File: config.mk
export PLATFORM = sky130hd
export DESIGN_NAME = hte_horner_cell
export DESIGN_NICKNAME = d
export VERILOG_FILES = /design/src/rtl/hte_pkg.sv /design/src/rtl/hte_horner_cell.sv
export SDC_FILE = /design/constraint.sdc
export NUM_CORES = 2
export LEC_CHECK = 0
export ABC_AREA = 1
export BUFFER_PORTS_ARGS = -buffer_cell sky130_fd_sc_hd__buf_2
export CAP_MARGIN = 20
export CORE_ASPECT_RATIO = 1.5
export CORE_MARGIN = 2
export CORE_UTILIZATION = 60
export DETAILED_ROUTE_END_ITERATION = 10
export GPL_ROUTABILITY_DRIVEN = 0
export PLACE_DENSITY = 0.86
export SYNTH_ARGS = -nofsm -noshare
export SYNTH_HDL_FRONTEND = slang
export SYNTH_SLANG_ARGS = --single-unit
File: constraint.sdc
create_clock -name clk -period 12.1 [get_ports clk]
set_input_delay 0.605 -clock clk [delete_from_list [all_inputs] [get_ports clk]]
set_output_delay 0.605 -clock clk [all_outputs]
set_load 0.01 [all_outputs]
File: src/rtl/hte_pkg.sv
// Shared types, constants and constant tables of the harmonic tide evaluator.
package hte_pkg;

  localparam int ROM_LEN = 31;
  localparam int KW      = 5;
  localparam int Q_BITS  = 17;

  localparam logic [14:0] MEAN_RESET  = 15'd10813;
  localparam logic [33:0] EPOCH       = 34'd1546301340;
  localparam logic [63:0] DEG_RAD_Q32 = 64'd74961321;
  localparam logic [63:0] TURN_SCALED = 64'd12960000000000;

  localparam logic [30:0] C1 = 31'd1686629713;
  localparam logic [30:0] C3 = 31'd693598668;
  localparam logic [30:0] C5 = 31'd85569306;
  localparam logic [30:0] C7 = 31'd5026995;
  localparam logic [30:0] C9 = 31'd172272;

  localparam logic [10:0] DIV_D = 11'd625;

  // pass / destination codes
  localparam logic [1:0] DST_H = 2'd0;
  localparam logic [1:0] DST_S = 2'd1;
  localparam logic [1:0] DST_C = 2'd2;

  typedef logic [31:0] raw_tab_t  [ROM_LEN];
  typedef logic [55:0] rate_tab_t [ROM_LEN];
  typedef logic [23:0] ph_tab_t   [ROM_LEN];

  typedef struct packed {
    logic        v;
    logic        neg;
    logic [1:0]  dst;
    logic [31:0] coef;
    logic [30:0] z;
    logic [30:0] z2;
  } tok_t;

  localparam raw_tab_t AMP_RAW = '{
    32'd16236, 32'd4758, 32'd2846, 32'd1624, 32'd1031, 32'd1272, 32'd361, 32'd415,
    32'd913, 32'd824, 32'd306, 32'd1087, 32'd224, 32'd301, 32'd475, 32'd63,
    32'd49, 32'd65, 32'd83, 32'd525, 32'd225, 32'd184, 32'd63, 32'd9,
    32'd92, 32'd48, 32'd70, 32'd198, 32'd266, 32'd87, 32'd75};

  localparam raw_tab_t RATE_RAW = '{
    32'd289841042, 32'd300000000, 32'd284397295, 32'd300821373, 32'd150410686,
    32'd139430356, 32'd149589314, 32'd133986609, 32'd279682084, 32'd285125831,
    32'd278953548, 32'd295284789, 32'd299589333, 32'd310158958, 32'd294556253,
    32'd155854433, 32'd161391017, 32'd128542862, 32'd134715145, 32'd579682084,
    32'd589841042, 32'd574238337, 32'd590662415, 32'd600000000, 32'd869523127,
    32'd864079380, 32'd879682084, 32'd440251729, 32'd429271398, 32'd10980331,
    32'd5443747};

  localparam raw_tab_t PH_RAW = '{
    32'd209601, 32'd30617, 32'd263418, 32'd196250, 32'd357212, 32'd59267,
    32'd354719, 32'd79892, 32'd187004, 32'd330693, 32'd313497, 32'd324568,
    32'd15603, 32'd14171, 32'd245613, 32'd22363, 32'd77357, 32'd127521,
    32'd152544, 32'd38983, 32'd232210, 32'd87083, 32'd39766, 32'd20681,
    32'd346092, 32'd33689, 32'd165004, 32'd128877, 32'd201290, 32'd104409,
    32'd48050};

  function automatic logic [55:0] rate_q56(input logic [63:0] x);
    logic [63:0] q;
    logic [63:0] r;
    q = x / TURN_SCALED;
    r = x % TURN_SCALED;
    for (int i = 0; i < 57; i++) begin
      r = r << 1;
      q = q << 1;
      if (r >= TURN_SCALED) begin
        r = r - TURN_SCALED;
        q = q | 64'd1;
      end
    end
    return 56'((q + 64'd1) >> 1);
  endfunction

  function automatic logic [63:0] omega_q32(input logic [31:0] raw);
    return (64'(raw) * DEG_RAD_Q32 + 64'd5000000) / 64'd10000000;
  endfunction

  function automatic rate_tab_t mk_rate_tab();
    rate_tab_t tab;
    for (int k = 0; k < ROM_LEN; k++) tab[k] = rate_q56(64'(RATE_RAW[k]));
    return tab;
  endfunction

  function automatic ph_tab_t mk_ph_tab();
    ph_tab_t tab;
    for (int k = 0; k < ROM_LEN; k++) begin
      tab[k] = 24'((((64'(PH_RAW[k]) << 25) / 64'd360000) + 64'd1) >> 1);
    end
    return tab;
  endfunction

  function automatic raw_tab_t mk_aw_tab(input logic sq);
    raw_tab_t tab;
    logic [63:0] w;
    logic [63:0] aw;
    for (int k = 0; k < ROM_LEN; k++) begin
      w  = omega_q32(RATE_RAW[k]);
      aw = (64'(AMP_RAW[k]) * w) >> 16;
      tab[k] = sq ? 32'((aw * w) >> 32) : 32'(aw);
    end
    return tab;
  endfunction

  localparam rate_tab_t RATE_TAB = mk_rate_tab();
  localparam ph_tab_t   PH_TAB   = mk_ph_tab();
  localparam raw_tab_t  AW_TAB   = mk_aw_tab(1'b0);
  localparam raw_tab_t  AW2_TAB  = mk_aw_tab(1'b1);

endpackage

File: src/rtl/hte_horner_cell.sv
// One Horner step of the quarter-wave sine polynomial: r = C - (r * z2) >> 30.
module hte_horner_cell #(
  parameter logic [30:0] C_K = 31'd0
) (
  input  logic          clk,
  input  logic          rst_n,
  input  hte_pkg::tok_t tok_i,
  input  logic [30:0]   r_i,
  output hte_pkg::tok_t tok_o,
  output logic [30:0]   r_o
);

  logic [61:0]   prod;
  logic [30:0]   r_nxt;
  hte_pkg::tok_t tok_nxt;
  hte_pkg::tok_t tok_r;
  logic [30:0]   r_r;

  assign prod  = 62'(r_i) * 62'(tok_i.z2);
  assign r_nxt = C_K - prod[60:30];

  always_comb begin
    tok_nxt   = tok_i;
    tok_nxt.v = tok_i.v && rst_n;
  end

  always_ff @(posedge clk) begin
    tok_r <= tok_nxt;
    r_r   <= r_nxt;
  end

  assign tok_o = tok_r;
  assign r_o   = r_r;

endmodule

### Yosys cells after proc, flatten, opt, wreduce, memory -nomap -nowiden

Cells that the tools add are included.

* register bits: 129
* input port bits: 131
* output and inout port bits: 129
* word-level logic and storage cells: 10

* add/sub/neg operators: 1
* multipliers: 1
* reductions and logical operators: 1

Operator list (number)
* multiplier 31 x 31 -> 61 bit: 1
* subtractor 1 x 31 -> 31 bit (first input constant): 1
* logical AND 1 bit: 1

### Logic depth before layout (Yosys ltp)

* word-level depth: 2
* gate-level depth with buffers: 40
* depth with buffers taken out: 39

### Worst setup path after synthesis

Ideal clock, no wire load.

* path kind: input port to flip-flop
* from: input r_i[22]
* to: register r_r[22] (netlist: r_o[22])
* setup time: 0.119 ns
* arrival: 7.213 ns
* data required time: 11.981 ns
* setup slack: 4.768 ns
* cell stages on the path: 35
* buffers on the path: 1
* path through: clkbuf_1 nand2_1 fa_1 inv_1 fa_1 inv_1 fa_1 inv_1 fa_1 fa_1 fa_1 fa_1 inv_1 fa_1 inv_1 ha_1 nand2_1 nor2_1 inv_2 nor2_4 nand2_1 inv_1 nand2_1 nand3_1 nand2_2 inv_1 ha_1 inv_1 nor2_2 nand2_1 nor2_2 nand2_1 nor2_4 nand2_1 xor2_1

* word-level cells in the longest chain between the ends: 2

RTL lines
* from (decl): line hte_horner_cell.sv:8 `input logic [30:0] r_i,`
* multiplier 31 x 31 -> 61 bit: line hte_horner_cell.sv:19 `assign prod = 62'(r_i) * 62'(tok_i.z2);`
* net prod[30]: line hte_horner_cell.sv:13 `logic [61:0] prod;`
* subtractor 1 x 31 -> 31 bit: line hte_horner_cell.sv:20 `assign r_nxt = C_K - prod[60:30];`
* net r_nxt[22]: line hte_horner_cell.sv:14 `logic [30:0] r_nxt;`
* to (signal assigned): line hte_horner_cell.sv:29 `r_r <= r_nxt;`
* to (decl): line hte_horner_cell.sv:17 `logic [30:0] r_r;`

The timed path passes the listed nets, and every way through them passes these cells.

### Worst setup path in the final report

* from: input tok_i[11] (netlist bit)
* to: register r_r[22] (netlist: r_o[22])

* word-level cells in the longest chain between the ends: 2

RTL lines
* from (decl): line hte_horner_cell.sv:7 `input hte_pkg::tok_t tok_i,`
* multiplier 31 x 31 -> 61 bit: line hte_horner_cell.sv:19
* subtractor 1 x 31 -> 31 bit: line hte_horner_cell.sv:20
* net r_nxt[22]: line hte_horner_cell.sv:14

The timed path passes the listed nets, and every way through them passes these cells.

==> results.cfg <==
[run_status]
outcome = finished clean

[global_routing]
grt_pass1_vias = 34100
gr-usage-all-layers = 0.347
antenna_found_initial = 7
grt_pass1_wl_um = 168000
grt_start_max_net_pins = 33
grt_overflow = 0

[detailed_routing]
wl_per_cell_um = 17.9
drc = 0
firstDrtPassIters = 7
vias_per_cell = 5.38
wl_um = 103000
drt_first_iter_violations = 2294
ant_nets = 0
routed-via-count = 31000

[die]
die-area_um2 = 63400
ios = 260
fp.coreArea_um2 = 61000
die_x_um = 206
core.rowCount = 111
start_util = 0.604
die_h_um = 307

[sta]
hold_violations = 0
rsz0062_at_grt = false
slew_viol_final = 0
setup_viol = 0
post-route-period-util = 0.657
fmax_mhz = 126
maxSlewHeadroom = 0.352
setup-tns-final_ps = 0
worst_pin_slew_ps = 972
fin_crit_ps = 7950
fin_ws_ps = 4150

[worst_setup_path]
startpoint_type = input pin
crit_path_frequent_cell = nand2_1
crit_slowest_cell = buf_2
cp_max_fo = 32
endpoint_kind = register
cpPeakStageDelay_ps = 600
crit_arrival_ps = 8310
critPathKind = in2reg
required_ps = 12460

[logic_synthesis]
synth.top_cells.by_count = nand2_1, inv_1, fa_1
syn_inst = 4863
synth-seq-cells = 129
yosys-top-cells-area = fa_1, nand2_1, inv_1
syn-num-nets = 6076
synth_top_area_frac = 0.454
async_flop_share = 0
synth_top_family_by_area = adder cells
synth_compound_area_frac = 0.0111
yosys.area.top_type = fa_1
seq_area_frac_synth = 0.0701
synth_fa_ha_area_frac = 0.538
synth.area.mux_share = 0
synth_area_um2 = 36800
syn_area_per_cell_um2 = 7.57
synth_cell_type_count = 38
ys.flop_type = dfxtp_1
synth_simple_gate_area_share = 0.198
synth.most_common_cell = nand2_1
synth_xor_xnor_area_share = 0.00571
yosysWarnings = 0
synth_enable_flop_cells = 0

[worst_hold_path]
min_path_type = in2reg
hp-start = tok_i[56]
hold_depth = 1
holdPathEnd = tok_o[56]

[run]
max_cap_viol_count = 0

[cts]
cts_tree = built
path_clk_slew_ps = 70
clk_path_buf_depth = 2
cts_setup_buffers = 0
clock_sinks = 129
cts.repair.resized = 0
root_buffer = clkbuf_16
hold_buffers = 0
cts_buffers = 17
cts_max_level = 4

[finish]
fin_util = 0.642
syn_to_final_growth_pct = 6.27
final_layout_size_suffix_gt1_frac = 0.0770
fin_nets = 6177

[placement]
place.detailed.hpwl_um = 83900
pre_cts_slack_ps = 3790
port_buffers = 259
## state kept, by name, summed over array words and instances (netlist names)
register  cells
r_o          31
tok_o        98
## cells in the final DEF (no fill, tap or decap), types with 3 or more instances in the layout
master,count
inv_6,5
inv_2,23
nor2_2,15
inv_1,1526
inv_8,4
diode_2,5
o21bai_1,9
ha_1,247
nand2_2,19
nand2_1,1527
nor2_4,11
fa_1,835
a21oi_1,51
o21ai_0,9
and2_1,3
nand2_4,3
dfxtp_1,129
nor2_1,112
nor3_1,10
nand4_1,19
buf_4,9
nand3b_1,6
xor2_1,15
nand3_1,77
nor3_4,3
buf_2,259
bufinv_16,3
xnor2_1,9
clkbuf_16,17
## how the worst max path moves through the flow
stage | startpoint | endpoint | cells past startpoint
floorplan | r_i[22] | r_o[22] | 35
global placement | r_i[22] | r_o[11] | 30
detailed placement | tok_i[11] | r_o[22] | 35
CTS | tok_i[11] | r_o[22] | 35
global route | r_i[6] | r_o[30] | 36
finish | tok_i[11] | r_o[22] | 35
## kinds of logic after synthesis
kind of cell / Yosys count
AO/OA/AOI/OAI: 75
XOR/XNOR: 24
adder cells (fa/ha/maj): 1082
buffers and inverters: 1737
flip-flops: 129
AND/OR/NAND/NOR: 1816
## metal layers
layer	vias to the layer above	global-route usage	wire, um
met5	-	0	62
met4	8	0.266	9140
met2	1877	0.595	51800
li1	13600	-	-
met3	677	0.0911	10200
met1	14900	0.358	32100
## worst max-delay path, delay by kind of cell
family | cells | cell delay, ps
buffers and inverters | 9 | 1090
AND/OR/NAND/NOR | 15 | 1770
XOR/XNOR | 1 | 150
adder cells (fa/ha/maj) | 10 | 4650
## layout make-up
cell class / count / area, um^2
clock buffers: 19 / 453
flip-flops and latches: 129 / 2580
diodes: 5 / 12.5
clock inverters: 13 / 188
multi-input cells: 2997 / 27700
inverters: 1551 / 5820
repair buffers: 268 / 1360
fillers: 4885 / 21800
well taps: 791 / 990
## stage by stage
step,hold slack (ps),cell area [um^2],instances
floorplan,633,36800,4863
global placement,707,38500,5736
detailed placement,709,38500,5736
CTS,176,39100,5768
global route,188,39100,5770
finish,213,39100,5773
Power is left out: the tool's default activity adds up to more than one toggle a clock period on the data nets, which glitch-free logic cannot reach.
