===== config.mk =====
export PLATFORM = sky130hd
export DESIGN_NAME = hte_rdiv
export DESIGN_NICKNAME = d
export VERILOG_FILES = /design/src/rtl/hte_pkg.sv /design/src/rtl/hte_rdiv.sv
export SDC_FILE = /design/constraint.sdc
export NUM_CORES = 1
export LEC_CHECK = 0
export BUFFER_PORTS_ARGS = -buffer_cell sky130_fd_sc_hd__buf_2
export CELL_PAD_IN_SITES_DETAIL_PLACEMENT = 1
export CELL_PAD_IN_SITES_GLOBAL_PLACEMENT = 2
export CORE_UTILIZATION = 45
export CTS_CLUSTER_SIZE = 20
export DETAILED_ROUTE_END_ITERATION = 12
export PLACE_DENSITY = 0.95
export SYNTH_ARGS = -nofsm -noshare
export SYNTH_HDL_FRONTEND = slang
export SYNTH_SLANG_ARGS = --single-unit

===== constraint.sdc =====
create_clock -name clk -period 19 [get_ports clk]
set_input_delay 3.8 -clock clk [delete_from_list [all_inputs] [get_ports clk]]
set_output_delay 3.8 -clock clk [all_outputs]
set_load 0.01 [all_outputs]

===== src/rtl/hte_pkg.sv =====
// Shared types, constants and constant tables of the harmonic tide evaluator.
package hte_pkg;

  localparam int ROM_LEN = 31;
  localparam int KW      = 5;
  localparam int Q_BITS  = 17;

  localparam logic [14:0] MEAN_RESET  = 15'd10813;
  localparam logic [33:0] EPOCH       = 34'd1546301340;
  localparam logic [63:0] DEG_RAD_Q32 = 64'd74961321;
  localparam logic [63:0] TURN_SCALED = 64'd12960000000000;

  localparam logic [30:0] C1 = 31'd1686629713;
  localparam logic [30:0] C3 = 31'd693598668;
  localparam logic [30:0] C5 = 31'd85569306;
  localparam logic [30:0] C7 = 31'd5026995;
  localparam logic [30:0] C9 = 31'd172272;

  localparam logic [10:0] DIV_D = 11'd625;

  // pass / destination codes
  localparam logic [1:0] DST_H = 2'd0;
  localparam logic [1:0] DST_S = 2'd1;
  localparam logic [1:0] DST_C = 2'd2;

  typedef logic [31:0] raw_tab_t  [ROM_LEN];
  typedef logic [55:0] rate_tab_t [ROM_LEN];
  typedef logic [23:0] ph_tab_t   [ROM_LEN];

  typedef struct packed {
    logic        v;
    logic        neg;
    logic [1:0]  dst;
    logic [31:0] coef;
    logic [30:0] z;
    logic [30:0] z2;
  } tok_t;

  localparam raw_tab_t AMP_RAW = '{
    32'd16236, 32'd4758, 32'd2846, 32'd1624, 32'd1031, 32'd1272, 32'd361, 32'd415,
    32'd913, 32'd824, 32'd306, 32'd1087, 32'd224, 32'd301, 32'd475, 32'd63,
    32'd49, 32'd65, 32'd83, 32'd525, 32'd225, 32'd184, 32'd63, 32'd9,
    32'd92, 32'd48, 32'd70, 32'd198, 32'd266, 32'd87, 32'd75};

  localparam raw_tab_t RATE_RAW = '{
    32'd289841042, 32'd300000000, 32'd284397295, 32'd300821373, 32'd150410686,
    32'd139430356, 32'd149589314, 32'd133986609, 32'd279682084, 32'd285125831,
    32'd278953548, 32'd295284789, 32'd299589333, 32'd310158958, 32'd294556253,
    32'd155854433, 32'd161391017, 32'd128542862, 32'd134715145, 32'd579682084,
    32'd589841042, 32'd574238337, 32'd590662415, 32'd600000000, 32'd869523127,
    32'd864079380, 32'd879682084, 32'd440251729, 32'd429271398, 32'd10980331,
    32'd5443747};

  localparam raw_tab_t PH_RAW = '{
    32'd209601, 32'd30617, 32'd263418, 32'd196250, 32'd357212, 32'd59267,
    32'd354719, 32'd79892, 32'd187004, 32'd330693, 32'd313497, 32'd324568,
    32'd15603, 32'd14171, 32'd245613, 32'd22363, 32'd77357, 32'd127521,
    32'd152544, 32'd38983, 32'd232210, 32'd87083, 32'd39766, 32'd20681,
    32'd346092, 32'd33689, 32'd165004, 32'd128877, 32'd201290, 32'd104409,
    32'd48050};

  function automatic logic [55:0] rate_q56(input logic [63:0] x);
    logic [63:0] q;
    logic [63:0] r;
    q = x / TURN_SCALED;
    r = x % TURN_SCALED;
    for (int i = 0; i < 57; i++) begin
      r = r << 1;
      q = q << 1;
      if (r >= TURN_SCALED) begin
        r = r - TURN_SCALED;
        q = q | 64'd1;
      end
    end
    return 56'((q + 64'd1) >> 1);
  endfunction

  function automatic logic [63:0] omega_q32(input logic [31:0] raw);
    return (64'(raw) * DEG_RAD_Q32 + 64'd5000000) / 64'd10000000;
  endfunction

  function automatic rate_tab_t mk_rate_tab();
    rate_tab_t tab;
    for (int k = 0; k < ROM_LEN; k++) tab[k] = rate_q56(64'(RATE_RAW[k]));
    return tab;
  endfunction

  function automatic ph_tab_t mk_ph_tab();
    ph_tab_t tab;
    for (int k = 0; k < ROM_LEN; k++) begin
      tab[k] = 24'((((64'(PH_RAW[k]) << 25) / 64'd360000) + 64'd1) >> 1);
    end
    return tab;
  endfunction

  function automatic raw_tab_t mk_aw_tab(input logic sq);
    raw_tab_t tab;
    logic [63:0] w;
    logic [63:0] aw;
    for (int k = 0; k < ROM_LEN; k++) begin
      w  = omega_q32(RATE_RAW[k]);
      aw = (64'(AMP_RAW[k]) * w) >> 16;
      tab[k] = sq ? 32'((aw * w) >> 32) : 32'(aw);
    end
    return tab;
  endfunction

  localparam rate_tab_t RATE_TAB = mk_rate_tab();
  localparam ph_tab_t   PH_TAB   = mk_ph_tab();
  localparam raw_tab_t  AW_TAB   = mk_aw_tab(1'b0);
  localparam raw_tab_t  AW2_TAB  = mk_aw_tab(1'b1);

endpackage


===== src/rtl/hte_rdiv.sv =====
// Round-to-nearest divide by 625 * 2^SHIFT through a reciprocal multiply, with saturation.
module hte_rdiv #(
  parameter int SHIFT = 22
) (
  input  logic               clk,
  input  logic               load,
  input  logic               step,
  input  logic signed [63:0] sum_i,
  input  logic signed [14:0] ofs_i,
  output logic signed [15:0] res_o
);

  localparam logic [63:0] HALF  = 64'(hte_pkg::DIV_D) << (SHIFT - 1);
  // ceil(2^37 / 625); exact for every 27-bit dividend
  localparam logic [27:0] RECIP = 28'd219902326;
  localparam int          R_SH  = 37;

  logic        neg_r, ovf_r;
  logic [26:0] mq_r;
  logic [16:0] q_r;

  logic [63:0] mag, m, mq;
  logic        ovf;
  logic [54:0] qprod;
  logic signed [17:0] sq;
  logic signed [18:0] v;

  assign mag   = sum_i[63] ? (64'd0 - 64'(sum_i)) : 64'(sum_i);
  assign m     = mag + HALF;
  assign mq    = m >> SHIFT;
  assign ovf   = (m >> (SHIFT + hte_pkg::Q_BITS)) >= 64'(hte_pkg::DIV_D);
  assign qprod = 55'(mq_r) * 55'(RECIP);

  always_ff @(posedge clk) begin
    if (load) begin
      neg_r <= sum_i[63];
      ovf_r <= ovf;
      mq_r  <= mq[26:0];
    end
    if (step) begin
      q_r <= qprod[R_SH+16:R_SH];
    end
  end

  assign sq = neg_r ? -$signed({1'b0, q_r}) : $signed({1'b0, q_r});
  assign v  = 19'(sq) + 19'(ofs_i);

  always_comb begin
    if (ovf_r) begin
      res_o = neg_r ? -16'sd32768 : 16'sd32767;
    end else if (v > 19'sd32767) begin
      res_o = 16'sd32767;
    end else if (v < -19'sd32768) begin
      res_o = -16'sd32768;
    end else begin
      res_o = v[15:0];
    end
  end

endmodule


== Word level (Yosys, flattened, before mapping) ==
Index checks and enable logic that the tools add are counted.

* Input port bits: 82
* Flip-flop bits (word level): 46
* Output and inout port bits: 16

* Add/sub/neg operators: 4
* Mux-type cells: 6
* $lt $le $gt $ge: 3
* $mul: 1

{| class="wikitable"
|+ Operators by type and width
! kind !! count
|-
| adder 64 x 31 -> 64 bit (second input constant) || 1
|-
| 2-to-1 mux 16 bit || 4
|-
| 2-to-1 mux 64 bit || 1
|-
| subtractor 1 x 64 -> 64 bit (first input constant) || 1
|-
| multiplier 27 x 27 -> 53 bit (second input constant) || 1
|-
| >= comparator 25 x 10 -> 1 bit (second input constant) || 1
|-
| adder 18 x 15 -> 19 bit || 1
|-
| greater-than comparator 19 x 16 -> 1 bit (second input constant) || 1
|-
| < comparator 19 x 16 -> 1 bit (second input constant) || 1
|-
| 2-to-1 mux 18 bit || 1
|-
| negation 17 -> 18 bit || 1
|}

== Longest topological paths before layout ==
* Depth after elaboration: 7
* Gate-level depth with buffers: 25
* Gate-level depth less buffers: 25

== Least setup slack after synthesis ==
OpenSTA, ideal clock, no wires.

* Path type: in2out
* Start: input ofs_i[1]
* End: output res_o[10]
* Stages: 13
* Data required time: 15,200 ps
* Slack: 8,230 ps
* Arrival time: 6,970 ps
* Path buffers: 1
* Path through: ha_1 a21o_1 a21oi_1 o21bai_1 a2111o_1 a41o_1 nor2b_1 o41ai_1 mux2i_1 a21oi_1 o31ai_1 clkbuf_1 a21o_1

* Cells in the longest elaborated chain, start to end: 5
* Elaborated cells on any way between the ends: 6
* Classes of those cells: add/sub (1); order compare (2); mux (3)

{| class="wikitable"
|+ RTL lines
! what !! line !! source
|-
| start: declaration || hte_rdiv.sv:9 || <nowiki>input logic signed [14:0] ofs_i,</nowiki>
|-
| adder 18 x 15 -> 19 bit (*) || hte_rdiv.sv:46 || <nowiki>assign v = 19'(sq) + 19'(ofs_i);</nowiki>
|-
| < comparator 19 x 16 -> 1 bit || hte_rdiv.sv:53 || <nowiki>end else if (v < -19'sd32768) begin</nowiki>
|-
| 2-to-1 mux 16 bit || hte_rdiv.sv:53 ||
|-
| 2-to-1 mux 16 bit (*) || hte_rdiv.sv:51 || <nowiki>end else if (v > 19'sd32767) begin</nowiki>
|-
| 2-to-1 mux 16 bit (*) || hte_rdiv.sv:49 || <nowiki>if (ovf_r) begin</nowiki>
|-
| end: declaration || hte_rdiv.sv:10 || <nowiki>output logic signed [15:0] res_o</nowiki>
|}

Mark *: on every way between the ends. The rest lies on a longest branch, timed or not.

== Worst setup path in the final report ==
* Start: input ofs_i[1]
* End: output res_o[0]

Same word-level chain as after synthesis.

==> metrics list <==
- Status: complete, no violations
- TritonCTS created 5 clock buffers.
* Utilization after layout: between 40 and 50%
* Root buf cell: clkbuf_16
* GR met1 Demand/Resource: about a third
- In this run the worst hold path is classified as register to register.
* Ys async rst share: 0%
- The tool flagged a number of max-cap violations equal to 0.
- Setup skew after layout: a little under 0.009 ns
* Share of the synthesized area in compound gates (AO/OA/AOI/OAI): under 10%
- Pin placement for this block handled slightly below 100 I/O pins.
- Of all nets on the critical path, the largest fanout is 15.
* Count of fill cells added during filler insertion: 4499
* DRT Wirelength: approximately 48 mm
- The worst setup path is captured at a primary output.
* Multi-input gate area in the final layout: approximately 14000 um2
- Most common library cell in the layout ignoring fill and taps: inv_1
- The critical path contains buffers and inverters numbering 2 combined.
- The via count of the first global-routing pass was roughly 15000.
- Entering global routing, the biggest net connects 56 pins.
* GRT met3 Usage: under 10%
- Maximum achievable frequency: between 80 and 90 MHz
- Max incr delay on CP: roughly 0.90 ns
- For this run the aggregate overflow at the end of global routing stands at 0.
- Summing every instance area after synthesis gives 17600 um2.
- Number of cells in the design after placement: about 2400
* Sequential area share after synthesis: under 10%
- TritonCTS clock tree: yes
- Period utilisation layout: between 60% and 70%
- Data arrives at the worst endpoint at 7.64 ns.
- Layout overhead on the synthesized area: 6.55%
* Row cnt: 72
* Deepest level of the CTS H-tree: 2
- After detailed routing, the average wire length per cell comes to between 15 and 20 um.
* Die area: approximately 40000 um2
- Area taken by flip-flops and latches: around 1400 um2
- Excluding fillers, the count of instances in the completed layout stands at 2431.
- # nets final: 2600
- Number of enable-type register cells in the synthesized netlist: between 40 and 50
- In the synthesized netlist, the number of instances is ~1800.
- Vertical die dimension: about 200 um
- Vias per cell: between 5 and 6
* Final Max Slew Viols: 0
- Post-synthesis share of cell area spent on xor and xnor gates: around 6%
- Max-slew headroom: 17.1%
- In this run, the number of DRC markers left after iteration 0 of detailed routing was 530.
- The worst setup path is of the primary input to primary output kind.
* Proportion of synthesized area in mux cells: 0.589%
- In this run the standard cell core region covers 38600 um2.
- STA classifies the critical path startpoint as a primary input.
- Final routed DRC violation total: 0
- Antenna violations before repair: 0
* Source-to-sink clock delay at the later pin of the worst-skew pair: 0.32 ns
* Data required time at the worst endpoint: roughly 15 ns
* Drt pass-1 iters: 5
- GRT Overall Usage: between 20% and 30%
* Number of setup buffers added after CTS: 0
- In the layout the commonest cells are inv_1 (536), fa_1 (322), ha_1 (284).
- Yosys warns: 0
- The die is 200 um wide.
- Clock-pin slew was measured on the worst setup and hold paths at ~0.07 ns.
- CP Cell Sequence: buf_2 > ha_1 > a21o_1 > a21oi_1 > o21bai_1 > a2111o_1 > a41o_1 > nor2b_1 > o41ai_1 > xnor2_1 > o21ai_0 > a22oi_1 > a21o_1 > buf_2
- Counting every net in the synthesized netlist gives 2529.
* Number of clock sinks: 46
- The global routing stage identified its most utilized layer as met2.
- Hold-fix buffers, CTS: 0
* Share of synthesized cell area in and, or, nand and nor gates: ~9%
* Combinational family with the most area after synthesis: adder cells
- The critical path crosses 14 cells after its start point.
- Gates resized during post-CTS repair numbered 0.
- In this run the mean area of a mapped cell was 9.58 um2.
- The final hold violation count was 0.
- Register bit count reported by yosys: 46
* Final Wtd Congestion: 0.924
- After layout, the minimum clock period comes to 11.44 ns.
- Buffers from clock root to sink, at most: 2
* Critical-path cell with the highest stage delay: a22oi_1
- Summing the areas of all fa, ha and maj instances in the mapped netlist gives about 57% of the synthesized area.
* Synth cell types: 70
- Measured in cells, the most critical reg-to-reg path has a length of 24.
- Setup violation total in the final timing report: 0
- Vias post-DR: 13000
- The worst hold path passes through 5 cells.
- The number of antenna diodes in the final layout is 0.
* Post-detail-place hpwl: between 40 and 50 mm
- Global routing consumed, on the met2 layer, ~46% of the routing resources.
- In the final layout, the share of cells above drive strength 1 is 6.53%.
- In this run the remaining antenna-violating nets after routing total 0.
* Final setup TNS: 0 ns
* Unrepaired setup endpoints after global routing: false
* Wire length of the first global-routing pass: approximately 77 mm
- Grouping stages by cell kind, the critical path spends the most delay in compound AO/OA/AOI/OAI gates.
- At the pin with the least slew margin, the transition time is ~1.2 ns.
- Initial Util: between 40% and 50%
- Among all flip-flop cells after synthesis, the most frequent one is edfxtp_1.
- Input and output buffers added on the ports amount to 97.
## state kept, by name (all words and copies together) (netlist names)
name / cells
mq_r: 27
q_r: 17
neg_r: 1
ovf_r: 1
## path summary, 6_finish.rpt
check / startpoint / endpoint / slack, ns
min reg2reg: mq_r[26]$_DFFE_PP_ / q_r[16]$_DFFE_PP_ / 1.70
max: ofs_i[1] / res_o[0] / 7.56
min: mq_r[26]$_DFFE_PP_ / q_r[16]$_DFFE_PP_ / 1.70
max reg2reg: mq_r[16]$_DFFE_PP_ / q_r[12]$_DFFE_PP_ / 10.44
## cell families (layout without fill, tap and decap cells)
logic type | count (synthesis) | in the layout
fa+ha+maj | 606 | 606
buf+inv | 573 | 645
simple gates | 290 | 290
compound gates | 198 | 198
xor+xnor | 118 | 118
flops | 46 | 46
mux | 10 | 10
## cell usage after synthesis, types with 5 or more instances
master / n / area (um2)
nor4_1: 17 / 106
o21a_1: 8 / 60.1
nand3_1: 17 / 85.1
nand2_1: 58 / 218
a21oi_1: 40 / 200
nor2b_1: 14 / 87.6
a31oi_1: 7 / 43.8
ha_1: 284 / 3550
inv_1: 536 / 2010
xor2_1: 51 / 447
o41ai_1: 5 / 43.8
o31ai_1: 16 / 120
fa_1: 322 / 6450
nor3_1: 28 / 140
nand2b_1: 12 / 75.1
edfxtp_1: 46 / 1380
and3_1: 7 / 43.8
buf_2: 5 / 25.0
o21ai_0: 37 / 185
a21o_1: 35 / 263
and2_1: 7 / 43.8
mux2i_1: 7 / 70.1
o31a_1: 5 / 43.8
clkbuf_1: 29 / 109
nor2_1: 60 / 225
or3_1: 10 / 62.6
xnor2_1: 67 / 587
nand4_1: 15 / 93.8
or4_1: 12 / 90.1
## worst reg2reg max path: cells and delay by family, from the launching register on
family	cells	cell delay, ns
buf+inv	5	0.51
xor+xnor	1	0.08
compound gates	9	2.82
flops	1	0.74
fa+ha+maj	8	4.08
simple gates	1	0.11
## per-stage QoR
stage	hold WS [ns]	setup WS [ns]	instance area, um2
3_5_place_dp	1.67	7.62	18700
3_3_place_gp	1.67	7.70	18700
4_1_cts	1.73	7.61	18800
6_report	1.70	7.56	18800
2_1_floorplan	1.28	8.23	17600
5_1_grt	1.82	7.28	18800
## metal layers
metal	vias up	wire [um]
met3	60	1540
met1	6722	20000
li1	5965	-
met5	-	0
met2	271	25200
met4	0	1020
## layout make-up
cell class	instances	area share (%)
Clock inverter	3	0.0865
Clock buffer	5	0.665
Sequential cell	46	7.35
Timing Repair Buffer	101	2.74
Multi-Input combinational cell	1222	75.0
Tap cell	518	3.45
Inverter	536	10.7
Power is not shown: default switching activity piles up to over one toggle a cycle in this logic, so the estimate is an artifact.
